### config.mk
export PLATFORM = sky130hd
export DESIGN_NAME = hid_keyboard_report_to_scancode_events
export DESIGN_NICKNAME = d
export VERILOG_FILES = /design/src/design/hkse_pkg.sv /design/src/design/hkse_lane.sv /design/src/design/hkse_merge.sv /design/src/design/hid_keyboard_report_to_scancode_events.sv
export SDC_FILE = /design/constraint.sdc
export NUM_CORES = 1
export LEC_CHECK = 0
export ABC_AREA = 1
export BUFFER_PORTS_ARGS = -buffer_cell sky130_fd_sc_hd__clkbuf_2
export CAP_MARGIN = 10
export CELL_PAD_IN_SITES_DETAIL_PLACEMENT = 0
export CELL_PAD_IN_SITES_GLOBAL_PLACEMENT = 1
export CORE_MARGIN = 2
export CORE_UTILIZATION = 50
export CTS_BUF_LIST = sky130_fd_sc_hd__clkbuf_8 sky130_fd_sc_hd__clkbuf_16
export DETAILED_ROUTE_END_ITERATION = 12
export GPL_ROUTABILITY_DRIVEN = 1
export GPL_TIMING_DRIVEN = 1
export PLACE_DENSITY = 0.85
export SYNTH_ARGS = -nofsm -noshare
export SYNTH_HDL_FRONTEND = slang
export SYNTH_SLANG_ARGS = --single-unit
### constraint.sdc
create_clock -name clk -period 9.9 [get_ports clk]
set_input_delay 0 -clock clk [delete_from_list [all_inputs] [get_ports clk]]
set_output_delay 0 -clock clk [all_outputs]
set_load 0.1 [all_outputs]
### src/design/hkse_pkg.sv
// ----------------------------------------------------------------------------
// hkse_pkg
// Shared types, constants and usage lookup for the HID keyboard report to
// Set1 scancode event translator.
// ----------------------------------------------------------------------------
package hkse_pkg;

	// Report slots carried by one input item
	localparam int MAX_SLOTS = 6;

	// Usage map bounds and special usages
	localparam int         MAP_SIZE    = 102;
	localparam logic [7:0] USAGE_FIRST = 8'h04;
	localparam logic [7:0] USAGE_PRTSC = 8'h46;
	localparam logic [7:0] USAGE_PAUSE = 8'h48;
	localparam logic [7:0] VK_PRTSC    = 8'h2C;
	localparam logic [7:0] VK_BREAK    = 8'h13;

	// Command codes
	localparam logic CMD_REPORT  = 1'b0;
	localparam logic CMD_RELEASE = 1'b1;

	// Result item kinds and completion status
	localparam logic KIND_KEY   = 1'b0;
	localparam logic KIND_DONE  = 1'b1;
	localparam logic STATUS_OK  = 1'b0;
	localparam logic STATUS_BAD = 1'b1;

	// Modifier bit to Set1 make code; E0 on right ctrl/alt and both GUI keys
	localparam logic [7:0] MOD_CODE [8] = '{
		8'h1D, 8'h2A, 8'h38, 8'h5B, 8'h1D, 8'h36, 8'h38, 8'h5C
	};
	localparam logic [7:0] MOD_EXT = 8'hD8;

	// Usage id to Set1 make code
	localparam logic [7:0] USAGE_CODE [MAP_SIZE] = '{
		8'h00, 8'h00, 8'h00, 8'h00, 8'h1E, 8'h30, 8'h2E, 8'h20,
		8'h12, 8'h21, 8'h22, 8'h23, 8'h17, 8'h24, 8'h25, 8'h26,
		8'h32, 8'h31, 8'h18, 8'h19, 8'h10, 8'h13, 8'h1F, 8'h14,
		8'h16, 8'h2F, 8'h11, 8'h2D, 8'h15, 8'h2C, 8'h02, 8'h03,
		8'h04, 8'h05, 8'h06, 8'h07, 8'h08, 8'h09, 8'h0A, 8'h0B,
		8'h1C, 8'h01, 8'h0E, 8'h0F, 8'h39, 8'h0C, 8'h0D, 8'h1A,
		8'h1B, 8'h2B, 8'h56, 8'h27, 8'h28, 8'h29, 8'h33, 8'h34,
		8'h35, 8'h3A, 8'h3B, 8'h3C, 8'h3D, 8'h3E, 8'h3F, 8'h40,
		8'h41, 8'h42, 8'h43, 8'h44, 8'h57, 8'h58, 8'h00, 8'h46,
		8'h00, 8'h52, 8'h47, 8'h49, 8'h53, 8'h4F, 8'h51, 8'h4D,
		8'h4B, 8'h50, 8'h48, 8'h45, 8'h35, 8'h37, 8'h4A, 8'h4E,
		8'h1C, 8'h4F, 8'h50, 8'h51, 8'h4B, 8'h4C, 8'h4D, 8'h47,
		8'h48, 8'h49, 8'h52, 8'h53, 8'h56, 8'h5D
	};

	// Input item
	typedef struct packed {
		logic       cmd;
		logic [7:0] modifiers;
		logic [7:0] reserved_byte;
		logic [7:0] key_0;
		logic [7:0] key_1;
		logic [7:0] key_2;
		logic [7:0] key_3;
		logic [7:0] key_4;
		logic [7:0] key_5;
	} rpt_item_t;

	// Result item
	typedef struct packed {
		logic       kind;
		logic [7:0] scancode;
		logic       extended;
		logic       use_vk;
		logic [7:0] vk_code;
		logic       pressed;
		logic       status;
		logic       last;
	} evt_item_t;

	// Sequencer states
	typedef enum logic [1:0] {
		ST_IDLE,
		ST_LOAD,
		ST_EMIT
	} state_t;

	// Usage produces an event at all
	function automatic logic usage_mapped(input logic [7:0] u);
		return (u >= USAGE_FIRST) && (u < MAP_SIZE);
	endfunction

	// Key event for a mapped usage
	function automatic evt_item_t usage_event(input logic [7:0] u, input logic down);
		evt_item_t e;
		e         = '0;
		e.kind    = KIND_KEY;
		e.pressed = down;
		if (u == USAGE_PRTSC) begin
			e.use_vk  = 1'b1;
			e.vk_code = VK_PRTSC;
		end else if (u == USAGE_PAUSE) begin
			e.use_vk  = 1'b1;
			e.vk_code = VK_BREAK;
		end else if (u < MAP_SIZE) begin
			e.scancode = USAGE_CODE[u[6:0]];
			e.extended = ((u >= 8'h49) && (u <= 8'h52)) || (u == 8'h54) ||
			             (u == 8'h58) || (u == 8'h65);
		end
		return e;
	endfunction

endpackage

### src/design/hkse_lane.sv
// ----------------------------------------------------------------------------
// hkse_lane
// One key slot: decides whether the previous usage of the slot is released
// and whether the new usage of the slot is pressed.
// ----------------------------------------------------------------------------
module hkse_lane #(
	parameter int NSLOT = 6
) (
	input  logic                  cmd,
	input  logic [7:0]            prev_key,
	input  logic [7:0]            new_key,
	input  logic [NSLOT-1:0][7:0] prev_set,
	input  logic [NSLOT-1:0][7:0] new_set,
	output logic                  rel,
	output logic                  prs
);
	import hkse_pkg::*;

	logic prev_in_new;
	logic new_in_prev;

	// Membership of this slot's usages in the other report
	always_comb begin
		prev_in_new = 1'b0;
		new_in_prev = 1'b0;
		for (int j = 0; j < NSLOT; j++) begin
			if (new_set[j] == prev_key) prev_in_new = 1'b1;
			if (prev_set[j] == new_key) new_in_prev = 1'b1;
		end
	end

	// Release-all frees every held usage; a report only the missing ones
	always_comb begin
		if (cmd == CMD_RELEASE) begin
			rel = usage_mapped(prev_key);
			prs = 1'b0;
		end else begin
			rel = usage_mapped(prev_key) && !prev_in_new;
			prs = usage_mapped(new_key) && !new_in_prev;
		end
	end

endmodule

### src/design/hkse_merge.sv
// ----------------------------------------------------------------------------
// hkse_merge
// Picks the next pending event in output order (modifier changes, key
// releases, key presses, modifier releases, completion) and formats it.
// ----------------------------------------------------------------------------
module hkse_merge #(
	parameter int NSLOT = 6
) (
	input  logic [7:0]            pre,
	input  logic [NSLOT-1:0]      rel,
	input  logic [NSLOT-1:0]      prs,
	input  logic [7:0]            post,
	input  logic [7:0]            mod_val,
	input  logic [NSLOT-1:0][7:0] old_keys,
	input  logic [NSLOT-1:0][7:0] new_keys,
	input  logic                  status,
	output hkse_pkg::evt_item_t   evt,
	output logic                  done,
	output logic [7:0]            pre_nxt,
	output logic [NSLOT-1:0]      rel_nxt,
	output logic [NSLOT-1:0]      prs_nxt,
	output logic [7:0]            post_nxt
);
	import hkse_pkg::*;

	localparam logic [NSLOT-1:0] ONE_N = NSLOT'(1);

	logic [7:0]       sel_pre;
	logic [7:0]       sel_post;
	logic [7:0]       sel_mod;
	logic [NSLOT-1:0] sel_rel;
	logic [NSLOT-1:0] sel_prs;
	logic [7:0]       usage_rel;
	logic [7:0]       usage_prs;
	logic [7:0]       mod_sc;
	evt_item_t        mod_evt;

	// Lowest pending bit of each group
	assign sel_pre  = pre & (~pre + 8'd1);
	assign sel_post = post & (~post + 8'd1);
	assign sel_rel  = rel & (~rel + ONE_N);
	assign sel_prs  = prs & (~prs + ONE_N);
	assign sel_mod  = (pre != 8'd0) ? sel_pre : sel_post;

	// One-hot selects into usages and modifier codes
	always_comb begin
		usage_rel = 8'd0;
		usage_prs = 8'd0;
		mod_sc    = 8'd0;
		for (int i = 0; i < NSLOT; i++) begin
			if (sel_rel[i]) usage_rel = usage_rel | old_keys[i];
			if (sel_prs[i]) usage_prs = usage_prs | new_keys[i];
		end
		for (int i = 0; i < 8; i++) begin
			if (sel_mod[i]) mod_sc = mod_sc | MOD_CODE[i];
		end
	end

	always_comb begin
		mod_evt          = '0;
		mod_evt.kind     = KIND_KEY;
		mod_evt.scancode = mod_sc;
		mod_evt.extended = |(sel_mod & MOD_EXT);
		mod_evt.pressed  = |(sel_pre & mod_val);
	end

	// Priority across groups, clearing the bit that goes out
	always_comb begin
		evt      = '0;
		done     = 1'b0;
		pre_nxt  = pre;
		rel_nxt  = rel;
		prs_nxt  = prs;
		post_nxt = post;
		if (pre != 8'd0) begin
			evt     = mod_evt;
			pre_nxt = pre & ~sel_pre;
		end else if (rel != '0) begin
			evt     = usage_event(usage_rel, 1'b0);
			rel_nxt = rel & ~sel_rel;
		end else if (prs != '0) begin
			evt     = usage_event(usage_prs, 1'b1);
			prs_nxt = prs & ~sel_prs;
		end else if (post != 8'd0) begin
			evt      = mod_evt;
			post_nxt = post & ~sel_post;
		end else begin
			evt.kind   = KIND_DONE;
			evt.status = status;
			evt.last   = 1'b1;
			done       = 1'b1;
		end
	end

endmodule

### src/design/hid_keyboard_report_to_scancode_events.sv
// ----------------------------------------------------------------------------
// hid_keyboard_report_to_scancode_events
// Turns HID boot keyboard reports into Set1 make/break key events.
// ----------------------------------------------------------------------------
// Usage:
//   rpt channel (valid/ready) takes one report or release-all command.
//   evt channel (valid/ready) returns the key events the item causes,
//   followed by one completion item with last set and the status.
//   One item is in work at a time: rpt_ready is high only while idle.
//   Order: the item is accepted in the idle state, then in the load state
//   the slot lanes evaluate all slots at once, then the merge stage gives
//   one result per cycle while evt_ready does not stall it. An item with n
//   events gives n + 1 results, 21 at the worst case.
//   The result register lets the next item be accepted while the
//   completion of the previous one still waits on evt_ready; a stalled
//   receiver holds the sequencer in place with no result lost.
//   Reset clears the stored modifiers and key slots, so the first report
//   is compared against an empty keyboard.
// ----------------------------------------------------------------------------
module hid_keyboard_report_to_scancode_events #(
	parameter int KEY_SLOTS = 6
) (
	input  logic                clk,
	input  logic                arst_n,
	input  logic                rpt_valid,
	output logic                rpt_ready,
	input  hkse_pkg::rpt_item_t rpt,
	output logic                evt_valid,
	input  logic                evt_ready,
	output hkse_pkg::evt_item_t evt
);
	import hkse_pkg::*;

	localparam int NSLOT = (KEY_SLOTS < MAX_SLOTS) ? KEY_SLOTS : MAX_SLOTS;

	state_t state_q, state_nxt;

	rpt_item_t             in_s1;
	logic [MAX_SLOTS-1:0][7:0] keys_all;
	logic [NSLOT-1:0][7:0] new_keys;
	logic [NSLOT-1:0][7:0] prev_keys_q;
	logic [NSLOT-1:0][7:0] old_keys_q;
	logic [7:0]            prev_mods_q;

	logic [7:0]       pre_q, post_q, mod_val_q;
	logic [NSLOT-1:0] rel_q, prs_q;
	logic             status_q;

	logic [NSLOT-1:0] lane_rel, lane_prs;
	logic             reject;

	evt_item_t        m_evt;
	logic             m_done;
	logic [7:0]       pre_nxt, post_nxt;
	logic [NSLOT-1:0] rel_nxt, prs_nxt;

	evt_item_t evt_q;
	logic      evt_valid_q;
	logic      load_go, emit_go, rpt_take;

	// New key slots of the item in work
	assign keys_all = {in_s1.key_5, in_s1.key_4, in_s1.key_3,
	                   in_s1.key_2, in_s1.key_1, in_s1.key_0};

	for (genvar i = 0; i < NSLOT; i++) begin : g_keys
		assign new_keys[i] = keys_all[i];
	end

	// Slot lanes
	for (genvar i = 0; i < NSLOT; i++) begin : g_lane
		hkse_lane #(.NSLOT(NSLOT)) u_lane (
			.cmd      (in_s1.cmd),
			.prev_key (prev_keys_q[i]),
			.new_key  (new_keys[i]),
			.prev_set (prev_keys_q),
			.new_set  (new_keys),
			.rel      (lane_rel[i]),
			.prs      (lane_prs[i])
		);
	end

	assign reject = (in_s1.cmd == CMD_REPORT) && (in_s1.reserved_byte != 8'd0);

	// Event selection
	hkse_merge #(.NSLOT(NSLOT)) u_merge (
		.pre      (pre_q),
		.rel      (rel_q),
		.prs      (prs_q),
		.post     (post_q),
		.mod_val  (mod_val_q),
		.old_keys (old_keys_q),
		.new_keys (new_keys),
		.status   (status_q),
		.evt      (m_evt),
		.done     (m_done),
		.pre_nxt  (pre_nxt),
		.rel_nxt  (rel_nxt),
		.prs_nxt  (prs_nxt),
		.post_nxt (post_nxt)
	);

	// Sequencer next state and strobes
	always_comb begin
		state_nxt = state_q;
		rpt_ready = 1'b0;
		load_go   = 1'b0;
		emit_go   = 1'b0;
		case (state_q)
			ST_IDLE: begin
				rpt_ready = 1'b1;
				if (rpt_valid) state_nxt = ST_LOAD;
			end
			ST_LOAD: begin
				load_go   = 1'b1;
				state_nxt = ST_EMIT;
			end
			ST_EMIT: begin
				emit_go = !evt_valid_q || evt_ready;
				if (emit_go && m_done) state_nxt = ST_IDLE;
			end
			default: state_nxt = ST_IDLE;
		endcase
	end

	assign rpt_take = rpt_valid && rpt_ready;

	always_ff @(posedge clk or negedge arst_n) begin
		if (!arst_n) begin
			state_q <= ST_IDLE;
		end else begin
			state_q <= state_nxt;
		end
	end

	// Item capture
	always_ff @(posedge clk) begin
		if (rpt_take) begin
			in_s1 <= rpt;
		end
	end

	// Stored report and pending event masks
	always_ff @(posedge clk or negedge arst_n) begin
		if (!arst_n) begin
			prev_mods_q <= 8'd0;
			prev_keys_q <= '0;
			pre_q       <= 8'd0;
			post_q      <= 8'd0;
			mod_val_q   <= 8'd0;
			rel_q       <= '0;
			prs_q       <= '0;
			status_q    <= STATUS_OK;
		end else if (load_go) begin
			status_q <= reject ? STATUS_BAD : STATUS_OK;
			rel_q    <= reject ? '0 : lane_rel;
			prs_q    <= reject ? '0 : lane_prs;
			if (in_s1.cmd == CMD_RELEASE) begin
				pre_q       <= 8'd0;
				post_q      <= prev_mods_q;
				mod_val_q   <= 8'd0;
				prev_mods_q <= 8'd0;
				prev_keys_q <= '0;
			end else if (reject) begin
				pre_q  <= 8'd0;
				post_q <= 8'd0;
			end else begin
				pre_q       <= in_s1.modifiers ^ prev_mods_q;
				post_q      <= 8'd0;
				mod_val_q   <= in_s1.modifiers;
				prev_mods_q <= in_s1.modifiers;
				prev_keys_q <= new_keys;
			end
		end else if (emit_go) begin
			pre_q  <= pre_nxt;
			rel_q  <= rel_nxt;
			prs_q  <= prs_nxt;
			post_q <= post_nxt;
		end
	end

	// Copy of the previous slots for the release pass
	always_ff @(posedge clk) begin
		if (load_go) begin
			old_keys_q <= prev_keys_q;
		end
	end

	// Result register
	always_ff @(posedge clk or negedge arst_n) begin
		if (!arst_n) begin
			evt_valid_q <= 1'b0;
		end else if (emit_go) begin
			evt_valid_q <= 1'b1;
		end else if (evt_ready) begin
			evt_valid_q <= 1'b0;
		end
	end

	always_ff @(posedge clk) begin
		if (emit_go) begin
			evt_q <= m_evt;
		end
	end

	assign evt_valid = evt_valid_q;
	assign evt       = evt_q;

endmodule

==> impl_metrics.csv <==
group,metric,value,unit
setup_path,startpoint,"prs_q[0]",
timing,setup_tns,0,ns
timing,fin_worst_skew,0.00960,ns
die,start_util,0.510,
die,coreArea,30700,um^2
timing,fin_crit,3.63,ns
setup_path,arrival,3.93,ns
synthesis,syn-cell-area,15700,um^2
global_route,antenna_found_initial,1,
clock_tree,cts_root_buffer,"clkbuf_16",
hold_path,worstHoldPathType,"in2reg",
synthesis,synthDistinctLibCells,54,
clock_tree,cts_buffers,25,
detailed_routing,first_pass_iters,6,
detailed_routing,antenna_left,0,
placement,dp_hpwl,45800,um
synthesis,synthCells,2103,
pwr,p_leak,7.75,nW
run,maxCapViolations,0,
die,die_x,181,um
clock_tree,htree_levels,1,
setup_path,worstSetupEndpointType,"flip-flop",
timing,final_max_slew_viol_count,0,
timing,hold_viol_final,0,
clock_tree,cts_max_path_buffers,3,
final_layout,fill_cells,2809,
setup_path,rr_startpoint,"prs_q[0]",
global_route,track_usage,0.386,
synthesis,ys_ff_latch,215,
die,core.rowCount,64,
pwr,ir_drop,0.156,mV
clock_tree,postCtsSetupRepairBufs,0,
die,dieArea,32700,um^2
final_layout,nets,2258,
timing,fmax,276,MHz
setup_path,cp_max_fo,11,
setup_path,worst-setup-path-type,"reg2reg",
global_route,grt_pass1_vias,15038,
synthesis,syn_avg_cell_area,7.44,um^2
detailed_routing,vias_per_cell,6.14,
pwr,p_per_area,256,nW/um^2
status,outcome,"finished, final reports clean",
final_layout,syn_to_final_growth,12.4,%
global_route,grt_pass1_wl,94700,um
final_layout,fin_util,0.573,
timing,max-slew-margin-rel,0.316,
placement,finalWeightedCongestion,1.03,
clock_tree,cts_tree,"built",
final_layout,drive_gt1_frac,0.0931,
timing,final-setup-viol-count,0,
detailed_routing,wl_per_cell,24.9,um
detailed_routing,drtIter0Drc,2002,
detailed_routing,drc_errors,0,
setup_path,worst_ep_required_time,10.20,ns
clock_tree,cts_sinks,215,
timing,rsz0062_at_grt,"no",
global_route,grt-ovfl-total,0,
setup_path,startpoint_type,"flip-flop",
detailed_routing,vias,15835,
die,pin_count,93,
clock_tree,clk_pin_slew_worst_paths,0.06,ns
timing,tightest_slew,1.02,ns
global_route,grt_max_degree,66,
clock_tree,clkLatencyLatePin,0.54,ns
synthesis,ys_seq_area_frac,0.384,
die,die_h,181,um
placement,numPortBuffers,89,
timing,final.period_utilization,0.367,
synthesis,ys_warn_count,0,
hold_path,hp-start,"rpt[15]",
detailed_routing,routed_wl,64100,um
setup_path,reg2reg_slack,6.27,ns
==> layout make-up <==
| type | count | area [um^2] | share of cell area |
|---|---|---|---|
| clock inverters | 19 | 153 | 0.00868 |
| inverters | 190 | 713 | 0.0406 |
| flip-flops and latches | 215 | 6020 | 0.342 |
| clock buffers | 27 | 653 | 0.0371 |
| repair buffers | 172 | 1260 | 0.0714 |
| multi-input cells | 1557 | 8300 | 0.472 |
| well taps | 396 | 495 | 0.0282 |
| diodes | 1 | 2.50 | 0.000142 |
==> state kept, by name (all words and copies together) (netlist names) <==
name         cells
mod_val_q        8
post_q           8
pre_q            8
prs_q            6
in_s1           65
status_q         1
prev_keys_q     48
rel_q            6
old_keys_q      48
evt_valid        1
evt             14
state_q          2
==> critical path, stage by stage (launching register included) <==
cell	delay (ns)
dfrtp_1	0.52
nor2_2	0.19
nand2_1	0.16
nor2_1	0.05
nor2_1	0.18
nand3_1	0.09
nor2_1	0.73
ha_1	0.46
inv_1	0.12
nand2_1	0.11
nand3_1	0.16
nor2_1	0.05
nor2_1	0.10
nand2_1	0.10
nand2_1	0.07
nand2_1	0.05
nand3_1	0.07
nand2_1	0.05
nand2_1	0.05
nand2_1	0.05
==> cells by family after synthesis <==
logic type | share of synthesized area
AND/OR/NAND/NOR | 0.326
flip-flops | 0.384
other | 0.000240
adder cells (fa/ha/maj) | 0.0224
XOR/XNOR | 0.101
AO/OA/AOI/OAI | 0.0792
buffers and inverters | 0.0872
==> cell usage after synthesis, drive strengths merged <==
library cell / instances / area (um^2)
a31oi: 15 / 93.8
buf: 38 / 258
nor2: 169 / 758
clkbuf: 105 / 394
a311oi: 1 / 8.76
o21ai: 76 / 380
o21a: 1 / 8.76
nor3: 19 / 100
xnor2: 140 / 1230
o211ai: 21 / 158
nand3: 206 / 1080
o41ai: 2 / 17.5
xor2: 40 / 350
o31ai: 4 / 30.0
o32ai: 2 / 17.5
a21o: 1 / 7.51
a221oi: 1 / 8.76
a21boi: 1 / 7.51
nand3b: 4 / 30.0
inv: 189 / 709
nand4: 94 / 603
a22oi: 1 / 7.51
a21oi: 36 / 184
o221ai: 1 / 8.76
a41oi: 1 / 8.76
edfxtp: 127 / 3810
nor4: 23 / 144
o22ai: 44 / 275
dfrtp: 88 / 2200
ha: 28 / 350
clkinv: 1 / 3.75
or2: 9 / 56.3
o311ai: 1 / 8.76
conb: 1 / 3.75
and3: 1 / 6.26
or4: 1 / 7.51
nand2: 607 / 2290
nor3b: 2 / 15.0
nor2b: 1 / 6.26
o2111ai: 1 / 8.76
==> layer usage <==
layer,track usage,vias to the layer above,wire (um)
met5,0,-,0
met4,0.237,0,4580
met3,0.0722,274,6730
met2,0.600,1095,28400
met1,0.501,7394,24400
li1,-,7072,-
==> cell usage in the layout (no fill, tap or decap), types with 2 or more instances in the layout <==
cell           Yosys  routed
nand4_1           93      93
conb_1             1       3
nand2_1          603     602
clkinv_1           1       2
inv_2              8       8
clkbuf_2           0      88
inv_1            181     184
xor2_1            40      40
xnor2_1          140     140
clkinv_4           0       2
clkinv_2           0       3
nor2_1           149     148
nand3_2            8       9
clkbuf_16          0      25
nor2_2             7       7
o211ai_1          21      21
inv_6              0       3
clkinvlp_4         0       5
o32ai_1            2       2
nand3b_1           4       4
nand2_2            4       5
nor3_1            18      18
o41ai_1            2       2
a31oi_1           15      15
clkbuf_8           0       2
edfxtp_1         127     127
o31ai_1            4       4
o21ai_1            4       4
a21oi_1           35      35
ha_1              28      28
buf_4             13      14
nor2_4            12      13
dlygate4sd3_1      0      69
dfrtp_1           88      88
o22ai_1           44      44
nor4_1            23      23
nand3_1          197     196
or2_2              9       9
o21ai_0           72      72
==> stage by stage <==
stage / instance area, um^2 / power, mW / cells / hold slack (ns) / worst slack (ns)
2_1_floorplan: 15700 / 2.89 / 2105 / -0.296 / 4.14
3_3_place_gp: 16100 / 3.53 / 2460 / -0.0269 / 6.33
3_5_place_dp: 16100 / 3.52 / 2460 / -0.0157 / 6.36
4_1_cts: 17600 / 4.45 / 2576 / 0.156 / 6.36
5_1_grt: 17600 / 4.74 / 2576 / 0.180 / 6.05
6_report: 17600 / 4.51 / 2577 / 0.167 / 6.27
==> what timing repair did <==
action	CTS	global route
gates resized for setup	0	0
hold buffers	70	0
endpoints found under the hold margin	97	0
==> path summary, 6_finish.rpt <==
path | endpoint | depth (start not counted)
worst max-delay path | evt[15] | 19
worst min-delay path | in_s1[15] | 2
worst max register to register | evt[15] | 19
worst min register to register | mod_val_q[1] | 2
max in group asynchronous | prs_q[5] | 4
min in group asynchronous | prev_keys_q[14] | 4
==> power breakdown <==
group          total, mW  switching, mW  internal [mW]
Combinational       2.24           1.64          0.595
Clock              0.913          0.404          0.510
Sequential          1.36          0.224           1.14
Total               4.51           2.27           2.24
(Power assumes the default switching activity.)
